===== config.mk =====
export PLATFORM = sky130hd
export DESIGN_NAME = rc_frame_channel_decoder_top
export DESIGN_NICKNAME = d
export VERILOG_FILES = /design/src/design/rc_fcd_pkg.sv /design/src/design/rc_fcd_scale.sv /design/src/design/rc_fcd_decode.sv /design/src/design/rc_frame_channel_decoder_top.sv
export VERILOG_INCLUDE_DIRS = /design/src /design/src/design
export SDC_FILE = /design/constraint.sdc
export NUM_CORES = 1
export LEC_CHECK = 0
export BUFFER_PORTS_ARGS = -buffer_cell sky130_fd_sc_hd__buf_2
export CAP_MARGIN = 15
export CORE_MARGIN = 8
export CORE_UTILIZATION = 48
export DETAILED_ROUTE_END_ITERATION = 12
export PLACE_DENSITY_LB_ADDON = 0.25
export SETUP_SLACK_MARGIN = 0.5
export SLEW_MARGIN = 10
export SYNTH_ARGS = -nofsm -noshare
export SYNTH_HDL_FRONTEND = slang
export SYNTH_SLANG_ARGS = --single-unit

===== constraint.sdc =====
create_clock -name clk -period 15.1 [get_ports clk]
set_clock_uncertainty 0.05 [all_clocks]
set_input_delay 2.265 -clock clk [delete_from_list [all_inputs] [get_ports clk]]
set_output_delay 2.265 -clock clk [all_outputs]
set_load 0.01 [all_outputs]

===== src/design/assert_macros.svh =====
// assertion macros shared by the decoder rtl
`ifndef ASSERT_MACROS_SVH
`define ASSERT_MACROS_SVH

// property checked at every rising edge outside reset
`define RC_ASSERT(label, prop, msg) \
    label: assert property (@(posedge clk) disable iff (!rst_n) (prop)) else $error(msg);

// implication checked at every rising edge outside reset
`define RC_ASSERT_IMPL(label, ante, cons, msg) \
    label: assert property (@(posedge clk) disable iff (!rst_n) (ante) |-> (cons)) \
        else $error(msg);

`endif


===== src/design/rc_fcd_pkg.sv =====
// types, constants and helper functions of the rc frame channel decoder
package rc_fcd_pkg;

    typedef enum logic [1:0] {
        FMT_UNKNOWN = 2'd0,
        FMT_TEN     = 2'd1,
        FMT_ELEVEN  = 2'd2
    } fmt_t;

    localparam logic OP_WORD   = 1'b0;
    localparam logic OP_RESYNC = 1'b1;

    // register index, taken from paddr bit 2
    localparam logic REG_MAX_CHANNELS = 1'b0;

    localparam logic [15:0] FILLER_WORD      = 16'hffff;
    localparam logic [4:0]  MAX_CHANNELS_RST = 5'd16;
    localparam logic [2:0]  VOTE_FRAMES      = 3'd5;
    localparam logic [2:0]  FRAMES_MAX       = 3'd6;
    localparam logic [4:0]  COUNT_ODD        = 5'd13;
    localparam logic [4:0]  COUNT_REPORTED   = 5'd12;

    localparam int NUM_MASKS = 7;
    localparam logic [15:0] SET_MASKS [NUM_MASKS] = '{
        16'h003f, 16'h007f, 16'h00ff, 16'h01ff, 16'h03ff, 16'h1fff, 16'h3fff
    };

    typedef struct packed {
        logic        opcode;
        logic [15:0] raw_word;
        logic        last_of_frame;
    } item_t;

    typedef struct packed {
        logic        word_valid;
        logic [3:0]  channel_out;
        logic [11:0] value_out;
        logic        frame_done;
        logic        frame_ok;
        logic [4:0]  channel_count;
        logic [1:0]  format_state;
        logic        format_failed;
    } result_t;

    // masks are distinct, so a bitmap matches at most one
    function automatic logic mask_match(input logic [15:0] seen);
        logic hit;
        hit = 1'b0;
        for (int i = 0; i < NUM_MASKS; i++) begin
            if (seen == SET_MASKS[i]) begin
                hit = 1'b1;
            end
        end
        return hit;
    endfunction

    function automatic logic [3:0] remap_channel(input logic [3:0] ch);
        logic [3:0] res;
        case (ch)
            4'd0:    res = 4'd2;
            4'd1:    res = 4'd0;
            4'd2:    res = 4'd1;
            default: res = ch;
        endcase
        return res;
    endfunction

    function automatic logic [4:0] count_report(input logic [4:0] c);
        return (c == COUNT_ODD) ? COUNT_REPORTED : c;
    endfunction

endpackage


===== src/design/rc_fcd_scale.sv =====
// pulse width scaling: (v-1024)*1000/1700+1500, truncated toward zero
module rc_fcd_scale (
    input  logic [10:0] value_raw,
    output logic [11:0] value_us
);
    localparam logic [11:0] CENTER_US = 12'd1500;
    // 2^20/17 rounded up, exact for dividends below 2^20
    localparam logic [15:0] RECIP_17  = 16'd61681;
    localparam int          RECIP_SH  = 20;

    logic        above;
    logic [10:0] mag;
    logic [13:0] mag_x10;
    logic [29:0] prod;
    logic [9:0]  quot;

    assign above   = value_raw[10];
    assign mag     = above ? {1'b0, value_raw[9:0]} : (11'd1024 - value_raw);
    assign mag_x10 = {mag, 3'b000} + {2'b00, mag, 1'b0};
    assign prod    = {16'd0, mag_x10} * {14'd0, RECIP_17};
    assign quot    = prod[RECIP_SH +: 10];
    assign value_us = above ? (CENTER_US + {2'b00, quot}) : (CENTER_US - {2'b00, quot});

endmodule


===== src/design/rc_fcd_decode.sv =====
// format guessing, lock state and per-word channel decode
`include "assert_macros.svh"

module rc_fcd_decode (
    input  logic               clk,
    input  logic               rst_n,
    input  logic               step,
    input  rc_fcd_pkg::item_t  item,
    input  logic [4:0]         max_channels,
    output rc_fcd_pkg::result_t result
);
    import rc_fcd_pkg::*;

    fmt_t        format_reg, format_next;
    logic [15:0] seen_ten_reg, seen_ten_next;
    logic [15:0] seen_eleven_reg, seen_eleven_next;
    logic [2:0]  frames_reg, frames_next;
    logic [4:0]  count_reg, count_next;

    logic        is_filler;
    logic        ten_mode;
    logic [3:0]  ch;
    logic [10:0] value_raw;
    logic [11:0] value_us;
    logic        ch_ok;
    logic [4:0]  count_upd;
    logic [15:0] seen_ten_upd, seen_eleven_upd;
    logic        hit_ten, hit_eleven;
    logic        vote_now;

    assign is_filler = (item.raw_word == FILLER_WORD);
    assign ten_mode  = (format_reg == FMT_TEN);
    assign ch        = ten_mode ? item.raw_word[13:10] : item.raw_word[14:11];
    assign value_raw = ten_mode ? {item.raw_word[9:0], 1'b0} : item.raw_word[10:0];
    assign ch_ok     = !is_filler && ({1'b0, ch} < max_channels);
    assign count_upd = (ch_ok && ({1'b0, ch} >= count_reg)) ? ({1'b0, ch} + 5'd1) : count_reg;

    assign seen_ten_upd    = is_filler ? seen_ten_reg
                                       : (seen_ten_reg | (16'd1 << item.raw_word[13:10]));
    assign seen_eleven_upd = is_filler ? seen_eleven_reg
                                       : (seen_eleven_reg | (16'd1 << item.raw_word[14:11]));
    assign hit_ten    = mask_match(seen_ten_upd);
    assign hit_eleven = mask_match(seen_eleven_upd);
    assign vote_now   = item.last_of_frame && (frames_reg >= VOTE_FRAMES);

    rc_fcd_scale u_scale (
        .value_raw (value_raw),
        .value_us  (value_us)
    );

    // next state
    always_comb
    begin
        format_next      = format_reg;
        seen_ten_next    = seen_ten_reg;
        seen_eleven_next = seen_eleven_reg;
        frames_next      = frames_reg;
        count_next       = count_reg;
        if (item.opcode == OP_RESYNC) begin
            if (format_reg != FMT_UNKNOWN) begin
                format_next      = FMT_UNKNOWN;
                seen_ten_next    = '0;
                seen_eleven_next = '0;
                frames_next      = '0;
            end
            count_next = '0;
        end else begin
            unique case (format_reg)
                FMT_UNKNOWN:
                begin
                    seen_ten_next    = seen_ten_upd;
                    seen_eleven_next = seen_eleven_upd;
                    if (item.last_of_frame) begin
                        frames_next = frames_reg + 3'd1;
                        count_next  = '0;
                        if (vote_now) begin
                            if (hit_eleven && !hit_ten) begin
                                format_next = FMT_ELEVEN;
                            end else if (hit_ten && !hit_eleven) begin
                                format_next = FMT_TEN;
                            end else begin
                                seen_ten_next    = '0;
                                seen_eleven_next = '0;
                                frames_next      = '0;
                            end
                        end
                    end
                end
                default:
                begin
                    count_next = item.last_of_frame ? 5'd0 : count_upd;
                end
            endcase
        end
    end

    // result of this word
    always_comb
    begin
        result              = '0;
        result.format_state = format_next;
        if (item.opcode == OP_WORD) begin
            result.frame_done = item.last_of_frame;
            unique case (format_reg)
                FMT_UNKNOWN:
                begin
                    result.format_failed = vote_now && (hit_ten == hit_eleven);
                end
                default:
                begin
                    result.word_valid    = ch_ok;
                    result.channel_out   = ch_ok ? remap_channel(ch) : 4'd0;
                    result.value_out     = ch_ok ? value_us : 12'd0;
                    result.channel_count = count_report(count_upd);
                    result.frame_ok      = item.last_of_frame;
                end
            endcase
        end
    end

    always_ff @(posedge clk or negedge rst_n)
    begin
        if (!rst_n) begin
            format_reg      <= FMT_UNKNOWN;
            seen_ten_reg    <= '0;
            seen_eleven_reg <= '0;
            frames_reg      <= '0;
            count_reg       <= '0;
        end else if (step) begin
            format_reg      <= format_next;
            seen_ten_reg    <= seen_ten_next;
            seen_eleven_reg <= seen_eleven_next;
            frames_reg      <= frames_next;
            count_reg       <= count_next;
        end
    end

    `RC_ASSERT(a_frames_bound, frames_reg <= FRAMES_MAX, "sample count beyond six")
    `RC_ASSERT_IMPL(a_locked_no_bitmap_growth,
        step && format_reg != FMT_UNKNOWN && item.opcode == OP_WORD,
        seen_ten_next == seen_ten_reg, "bitmap changed while locked")

endmodule


===== src/design/rc_frame_channel_decoder_top.sv =====
// top level of the rc frame channel decoder: input stage, register port, result stage
// Decodes 16-bit channel words of a two-format (10-bit / 11-bit) receiver frame. Each
// accepted word yields exactly one result transfer, through the input and result
// registers. One word is taken every cycle while the result register can load: a word
// sits in the input register, the decode logic between it and the result register
// updates the format state and computes the result in that cycle; a stalled result
// holds the input stage while the input register frees up when the result register
// can load. While the format is unknown, every non-filler word sets a bit in two
// channel bitmaps; the last word of the sixth frame votes them against fixed masks
// and locks the format or restarts guessing (format_failed). Once locked, channels
// at or above max_channels (register 0, byte address 0, reset 16) are dropped, and
// values are scaled to microseconds with channels 0/1/2 remapped to 2/0/1. Opcode 1
// is a resync that clears a locked format. There is no clearing pass after reset.
// Change max_channels only while no word is in flight.
`include "assert_macros.svh"

module rc_frame_channel_decoder_top (
    input  logic        clk,
    input  logic        rst_n,
    // input channel
    input  logic        in_valid,
    output logic        in_stall,
    input  logic        opcode,
    input  logic [15:0] raw_word,
    input  logic        last_of_frame,
    // output channel
    output logic        out_valid,
    input  logic        out_stall,
    output logic        word_valid,
    output logic [3:0]  channel_out,
    output logic [11:0] value_out,
    output logic        frame_done,
    output logic        frame_ok,
    output logic [4:0]  channel_count,
    output logic [1:0]  format_state,
    output logic        format_failed,
    // register port
    input  logic        psel,
    input  logic        penable,
    input  logic        pwrite,
    input  logic [2:0]  paddr,
    input  logic [31:0] pwdata,
    output logic [31:0] prdata,
    output logic        pready
);
    import rc_fcd_pkg::*;

    // input stage
    logic    in_full_reg, in_full_next;
    item_t   item_reg;
    // result stage
    logic    out_full_reg, out_full_next;
    result_t result_reg, result_next;
    // register file
    logic [4:0] max_ch_reg, max_ch_next;

    logic advance;
    logic step;
    logic cfg_write;

    // result register can load when empty or when its transfer completes
    assign advance  = !out_full_reg || !out_stall;
    assign step     = in_full_reg && advance;
    assign in_stall = in_full_reg && !advance;

    assign in_full_next  = (in_valid && !in_stall) ? 1'b1 : (step ? 1'b0 : in_full_reg);
    assign out_full_next = step ? 1'b1 : (out_stall ? out_full_reg : 1'b0);

    always_ff @(posedge clk or negedge rst_n)
    begin
        if (!rst_n) begin
            in_full_reg  <= 1'b0;
            out_full_reg <= 1'b0;
        end else begin
            in_full_reg  <= in_full_next;
            out_full_reg <= out_full_next;
        end
    end

    // payload registers, no reset
    always_ff @(posedge clk)
    begin
        if (!in_stall) begin
            item_reg <= '{opcode: opcode, raw_word: raw_word, last_of_frame: last_of_frame};
        end
        if (step) begin
            result_reg <= result_next;
        end
    end

    rc_fcd_decode u_decode (
        .clk          (clk),
        .rst_n        (rst_n),
        .step         (step),
        .item         (item_reg),
        .max_channels (max_ch_reg),
        .result       (result_next)
    );

    // register port, always ready, written in the access phase
    assign pready    = 1'b1;
    assign cfg_write = psel && penable && pwrite;

    always_comb
    begin
        max_ch_next = max_ch_reg;
        if (cfg_write && (paddr[2] == REG_MAX_CHANNELS)) begin
            max_ch_next = pwdata[4:0];
        end
    end

    always_comb
    begin
        prdata = '0;
        unique case (paddr[2])
            REG_MAX_CHANNELS: prdata = {27'd0, max_ch_reg};
            default:          prdata = '0;
        endcase
    end

    always_ff @(posedge clk or negedge rst_n)
    begin
        if (!rst_n) begin
            max_ch_reg <= MAX_CHANNELS_RST;
        end else begin
            max_ch_reg <= max_ch_next;
        end
    end

    // result ports
    assign out_valid     = out_full_reg;
    assign word_valid    = result_reg.word_valid;
    assign channel_out   = result_reg.channel_out;
    assign value_out     = result_reg.value_out;
    assign frame_done    = result_reg.frame_done;
    assign frame_ok      = result_reg.frame_ok;
    assign channel_count = result_reg.channel_count;
    assign format_state  = result_reg.format_state;
    assign format_failed = result_reg.format_failed;

    `RC_ASSERT_IMPL(a_value_range, out_valid && word_valid,
        value_out >= 12'd898 && value_out <= 12'd2101, "scaled value out of range")
    `RC_ASSERT_IMPL(a_failed_restarts, out_valid && format_failed,
        frame_done && format_state == FMT_UNKNOWN && !frame_ok, "failed vote left a format")
    `RC_ASSERT_IMPL(a_valid_needs_lock, out_valid && word_valid,
        format_state != FMT_UNKNOWN, "channel value without a locked format")

endmodule


# After elaboration in Yosys (flattened, before gate mapping)

Cells that the tools add are included.

Bits in registers: 94

Mux-type cells: 59
Magnitude comparators: 3
Multipliers: 1
Add/subtract/negate cells: 6
Shift operators: 2
Reductions and logical operators: 33
Equal/unequal tests: 23
Bitwise logic cells: 5

Operators with widths:

| operator                 | number |
|---|---|
| $mux W16                 | 15 |
| $eq A16 B10 Y1 const B   | 2 |
| $eq A16 B13 Y1 const B   | 2 |
| $eq A16 B14 Y1 const B   | 2 |
| $eq A16 B6 Y1 const B    | 2 |
| $eq A16 B7 Y1 const B    | 2 |
| $eq A16 B8 Y1 const B    | 2 |
| $eq A16 B9 Y1 const B    | 2 |
| $or A16 B16 Y16          | 2 |
| $shl A1 B4 Y16 const A   | 2 |
| $mul A14 B16 Y30 const B | 1 |
| $mux W5                  | 6 |
| $mux W11                 | 2 |
| $mux W3                  | 7 |
| $mux W1                  | 18 |
| $eq A16 B16 Y1 const B   | 1 |
| $add A14 B12 Y14         | 1 |
| $mux W2                  | 7 |
| $add A11 B10 Y12 const A | 1 |
| $logic_and A1 B1 Y1      | 12 |
| $mux W12                 | 1 |
| $pmux W4 S3              | 1 |
| $sub A11 B10 Y12 const A | 1 |
| $sub A11 B11 Y11 const A | 1 |
| other kinds (24)         | 39 |

# Logic depth before layout (Yosys ltp)

Depth in word-level cells: 19
Gate-level depth with buffers: 41

# By module

A second synthesis with hierarchy kept.

Cell total of the unflattened synthesis: 1023
Area total of the unflattened synthesis: 9634.2 µm²

Modules (own cells, without submodules):

| module                       | area an instance (µm²) | cells each | times used |
|---|---|---|---|
| rc_fcd_scale                 | 4623.2                 | 529        | 1 |
| rc_fcd_decode                | 3111.7                 | 396        | 1 |
| rc_frame_channel_decoder_top | 1899.3                 | 98         | 1 |

# Worst setup path before layout

Ideal clock, no wire load.

Path kind: flip-flop to flip-flop
Start point: register u_decode.format_reg[1]
End point: register result_reg (netlist bit value_out[8]) (data pin)
Path buffers: 2
Setup time: 0.266 ns
Data arrival time: 9.118 ns
Slack: 5.666 ns
Stages on the path, launching flop included: 38
Cell sequence: dfrtp_1 > nand2b_1 > buf_4 > clkbuf_1 > mux2i_1 > ha_1 > nor3b_1 > nor2_1 > xnor2_1 > mux2i_1 > ha_1 > a21o_1 > maj3_1 > a21o_1 > a41oi_1 > mux2i_1 > and2_1 > fa_1 > (+2 left out) > fa_1 > fa_1 > inv_1 > fa_1 > ha_1 > ha_1 > nand3_1 > a211oi_1 > a21oi_1 > o21bai_1 > xor2_1 > ha_1 > nand2_1 > nor3_1 > nor2_1 > o22ai_1 > xnor2_1 > nor2_1

Cells in the longest elaborated chain, start to end: 8
Elaborated cells between the ends (all ways): 15
Those cells by class: add/sub: 4; mul: 1; order compare: 1; eq/ne: 1; mux: 4; bitwise: 1; reduce/logical: 3

Ends and longest elaborated chain:

| item                                                        | line                               | RTL |
|---|---|---|
| start: declaration                                          | rc_fcd_decode.sv:14                | `fmt_t format_reg, format_next;` |
| start signal: assignment                                    | rc_fcd_decode.sv:130               | `format_reg <= format_next;` |
| $eq A2 B1 Y1                                                | rc_fcd_decode.sv:32                | `assign ten_mode = (format_reg == FMT_TEN);` |
| $mux W11                                                    | rc_fcd_decode.sv:34                | `assign value_raw = ten_mode ? {item.raw_word[9:0], 1'b0} : item.raw_word[10:0];` |
| $sub A11 B11 Y11                                            | rc_fcd_scale.sv:18                 | `assign mag = above ? {1'b0, value_raw[9:0]} : (11'd1024 - value_raw);` |
| $mux W11                                                    | rc_fcd_scale.sv:18                 |  |
| $add A14 B12 Y14                                            | rc_fcd_scale.sv:19                 | `assign mag_x10 = {mag, 3'b000} + {2'b00, mag, 1'b0};` |
| $mul A14 B16 Y30                                            | rc_fcd_scale.sv:20                 | `assign prod = {16'd0, mag_x10} * {14'd0, RECIP_17};` |
| $sub A11 B10 Y12 / $add A11 B10 Y12 (equally long branches) | rc_fcd_scale.sv:22                 | `assign value_us = above ? (CENTER_US + {2'b00, quot}) : (CENTER_US - {2'b00, quot});` |
| $mux W12                                                    | rc_fcd_scale.sv:22                 |  |
| end signal: assignment                                      | rc_frame_channel_decoder_top.sv:87 | `result_reg <= result_next;` |
| end: declaration                                            | rc_frame_channel_decoder_top.sv:53 | `result_t result_reg, result_next;` |

Several ways; a longest one is shown, not always the timed one.
A chain may end at the register's enable or synchronous reset.

# Worst setup path after layout

Ends and elaborated chain as after synthesis.

==> results.yml <==
status:
  status: "finished clean"
global_routing:
  grt_start_max_net_pins: 50
  first_global_vias: 6717
  grt_first_pass_wirelength_mm: 32.44
  grtUsageTotal_pct: 16.40
  grt-ovfl-total: 0
  antenna_found_initial: 0
sta:
  fin_tns_setup_ps: 0
  fmax_mhz: 97.46
  min_period_ps: 10260
  worstMarginPinSlew_ps: 1094
  hold_viol_final: 0
  slew_headroom_pct: 27.06
  rsz0062_at_grt: "false"
  setup_viol: 0
  slew_viol_final: 0
  fin_crit_sh_pct: 67.95
route:
  post-route-drc-count: 0
  drtPass1Iterations: 5
  wirelength_mm: 19.54
  antenna_left: 0
  first_iter_violations: 369
  num_vias: 6969
  vias_per_cell: 5.280
  wl_per_cell_um: 14.80
setup_path:
  end_kind: "flop"
  rrSetupSlack_ps: 4840
  path_class: "flop to flop"
  cp.required_ps: 15130
  start_kind: "flop"
  max_stage_delay_ps: 550
  arrival_ps: 10290
  critPathMaxFanout: 20
  crit_slowest_cell: "fa_1"
clock_tree:
  cts_buffers: 9
  postCtsSetupRepairBufs: 0
  cts_buffer_depth: 2
  ctsRootBufferMaster: "clkbuf_16"
  htree_levels: 3
  clock-sinks: 94
  clk_pin_slew_ps: 70
  cts_tree: "yes"
  holdBufCountCts: 0
  clock_latency_ps: 350
  ctsResizeCount: 0
logic_synthesis:
  synth.distinct_cells: 78
  synthCells: 1004
  ys_seq_area_share_pct: 27.71
  ys_ff_latch: 94
  postSynth.asyncResetShare_pct: 52.13
  syn_area_um2: 9305
  synth_edf_count: 45
  yosysWarnings: 0
  ys.flop_type: "dfrtp_1"
  synth_area_per_cell_um2: 9.268
min_path:
  hold_class: "flop to flop"
finish:
  syn_to_final_growth_pct: 7.745
  nets: 1292
  largest_reg_flops: 18
  fillCellCount: 1834
  antenna_cells: 0
  drive_gt1_share_pct: 10.71
floorplan:
  die_h_um: 155.2
  io_pins: 122
  row_count: 51
  core_um2: 19270
  die_w_um: 155.2
  start_util_pct: 48.29
  floorplan.die_area_um2: 24100
run:
  cap_violations: 0
placed_design:
  port_buffers: 64
  hpwl_mm: 15.72
  routabilityCongestion: 0.8263
==> logic make-up after synthesis <==
group	share of synthesized area (%)
simple gates	14.25
buf+inv	9.332
compound gates	13.76
fa+ha+maj	28.61
flops	27.71
xor+xnor	3.752
mux	2.501
other cells	0.08071
==> cells in the mapped netlist, types with 4 or more instances <==
library cell | number | area share [%]
or3_1 | 8 | 0.54
a211oi_1 | 4 | 0.32
and2_1 | 9 | 0.61
clkbuf_1 | 25 | 1.0
o21ai_0 | 26 | 1.4
nor3b_1 | 5 | 0.40
a22oi_1 | 6 | 0.48
nand2b_1 | 7 | 0.47
mux2_2 | 10 | 1.2
inv_1 | 135 | 5.4
a21o_1 | 15 | 1.2
a21oi_1 | 74 | 4.0
edfxtp_1 | 45 | 15
buf_2 | 4 | 0.22
xnor2_1 | 24 | 2.3
nand3_1 | 13 | 0.70
mux2i_1 | 12 | 1.3
buf_4 | 30 | 2.4
nor3_1 | 26 | 1.4
fa_1 | 50 | 11
o31ai_1 | 4 | 0.32
ha_1 | 132 | 18
and3_1 | 12 | 0.81
a31oi_1 | 12 | 0.81
nand4_1 | 9 | 0.61
xor2_1 | 14 | 1.3
o21a_1 | 6 | 0.48
nor2b_1 | 11 | 0.74
nor2_1 | 105 | 4.2
nor4_1 | 8 | 0.54
nand2_1 | 42 | 1.7
dfrtp_1 | 48 | 13
==> stage by stage <==
step | cell area (µm²) | instances | setup slack (ps) | hold WS, ps | utilization [%]
final | 10030 | 1320 | 4839 | 429.2 | 52.03
after CTS | 10030 | 1320 | 4779 | 432.8 | 52.03
after global routing | 10030 | 1320 | 4101 | 468.4 | 52.03
after detailed placement | 9761 | 1304 | 4892 | 417.5 | 50.65
after floorplan | 9403 | 1030 | 5666 | 393.4 | -
after global placement | 9761 | 1304 | 4952 | 417.2 | 50.65
==> cells in the final DEF, fill, tap and decap left out, types with 28 or more instances in the layout <==
cell / count
edfxtp_1: 45
conb_1: 28
inv_1: 135
dfrtp_1: 48
nor2_1: 105
ha_1: 132
fa_1: 50
nand2_1: 42
buf_2: 64
a21oi_1: 74
==> routing by layer <==
layer | up-vias | part of all wire (%) | global-route usage [%]
li1 | 3498 | - | -
met1 | 3333 | 49 | 22.39
met2 | 128 | 47 | 26.99
met3 | 10 | 3.8 | 2.746
met4 | 0 | 0.66 | 3.281
met5 | - | 0 | 0
==> layout make-up <==
type	instances	area [µm²]	share of cell area, %
Timing Repair Buffer	71	372.9	3.719
Clock inverter	6	36.28	0.3619
Inverter	136	510.5	5.092
Tap cell	265	331.6	3.307
Clock buffer	10	229.0	2.284
Multi-Input combinational cell	738	5967	59.52
Sequential cell	94	2579	25.72
==> final timing paths <==
check	start	to	cells after the start
max in group asynchronous	rst_n	u_decode.seen_eleven_reg[7]	2
worst min register to register	in_full_reg	out_valid	1
worst min-delay path	in_full_reg	out_valid	1
worst max-delay path	u_decode.format_reg[1]	value_out[8]	36
min in group asynchronous	rst_n	u_decode.count_reg[0]	2
worst max register to register	u_decode.format_reg[1]	value_out[8]	36
==> worst max-delay path: cells and delay by family, from the launching register on <==
kind	cells	cell delay, ps
compound gates	7	1650
xor+xnor	4	1060
fa+ha+maj	11	4330
buf+inv	3	420
flops	1	440
mux	2	580
simple gates	9	1410
Power is not shown: default switching activity piles up to over one toggle a cycle in this logic, so the estimate is an artifact.
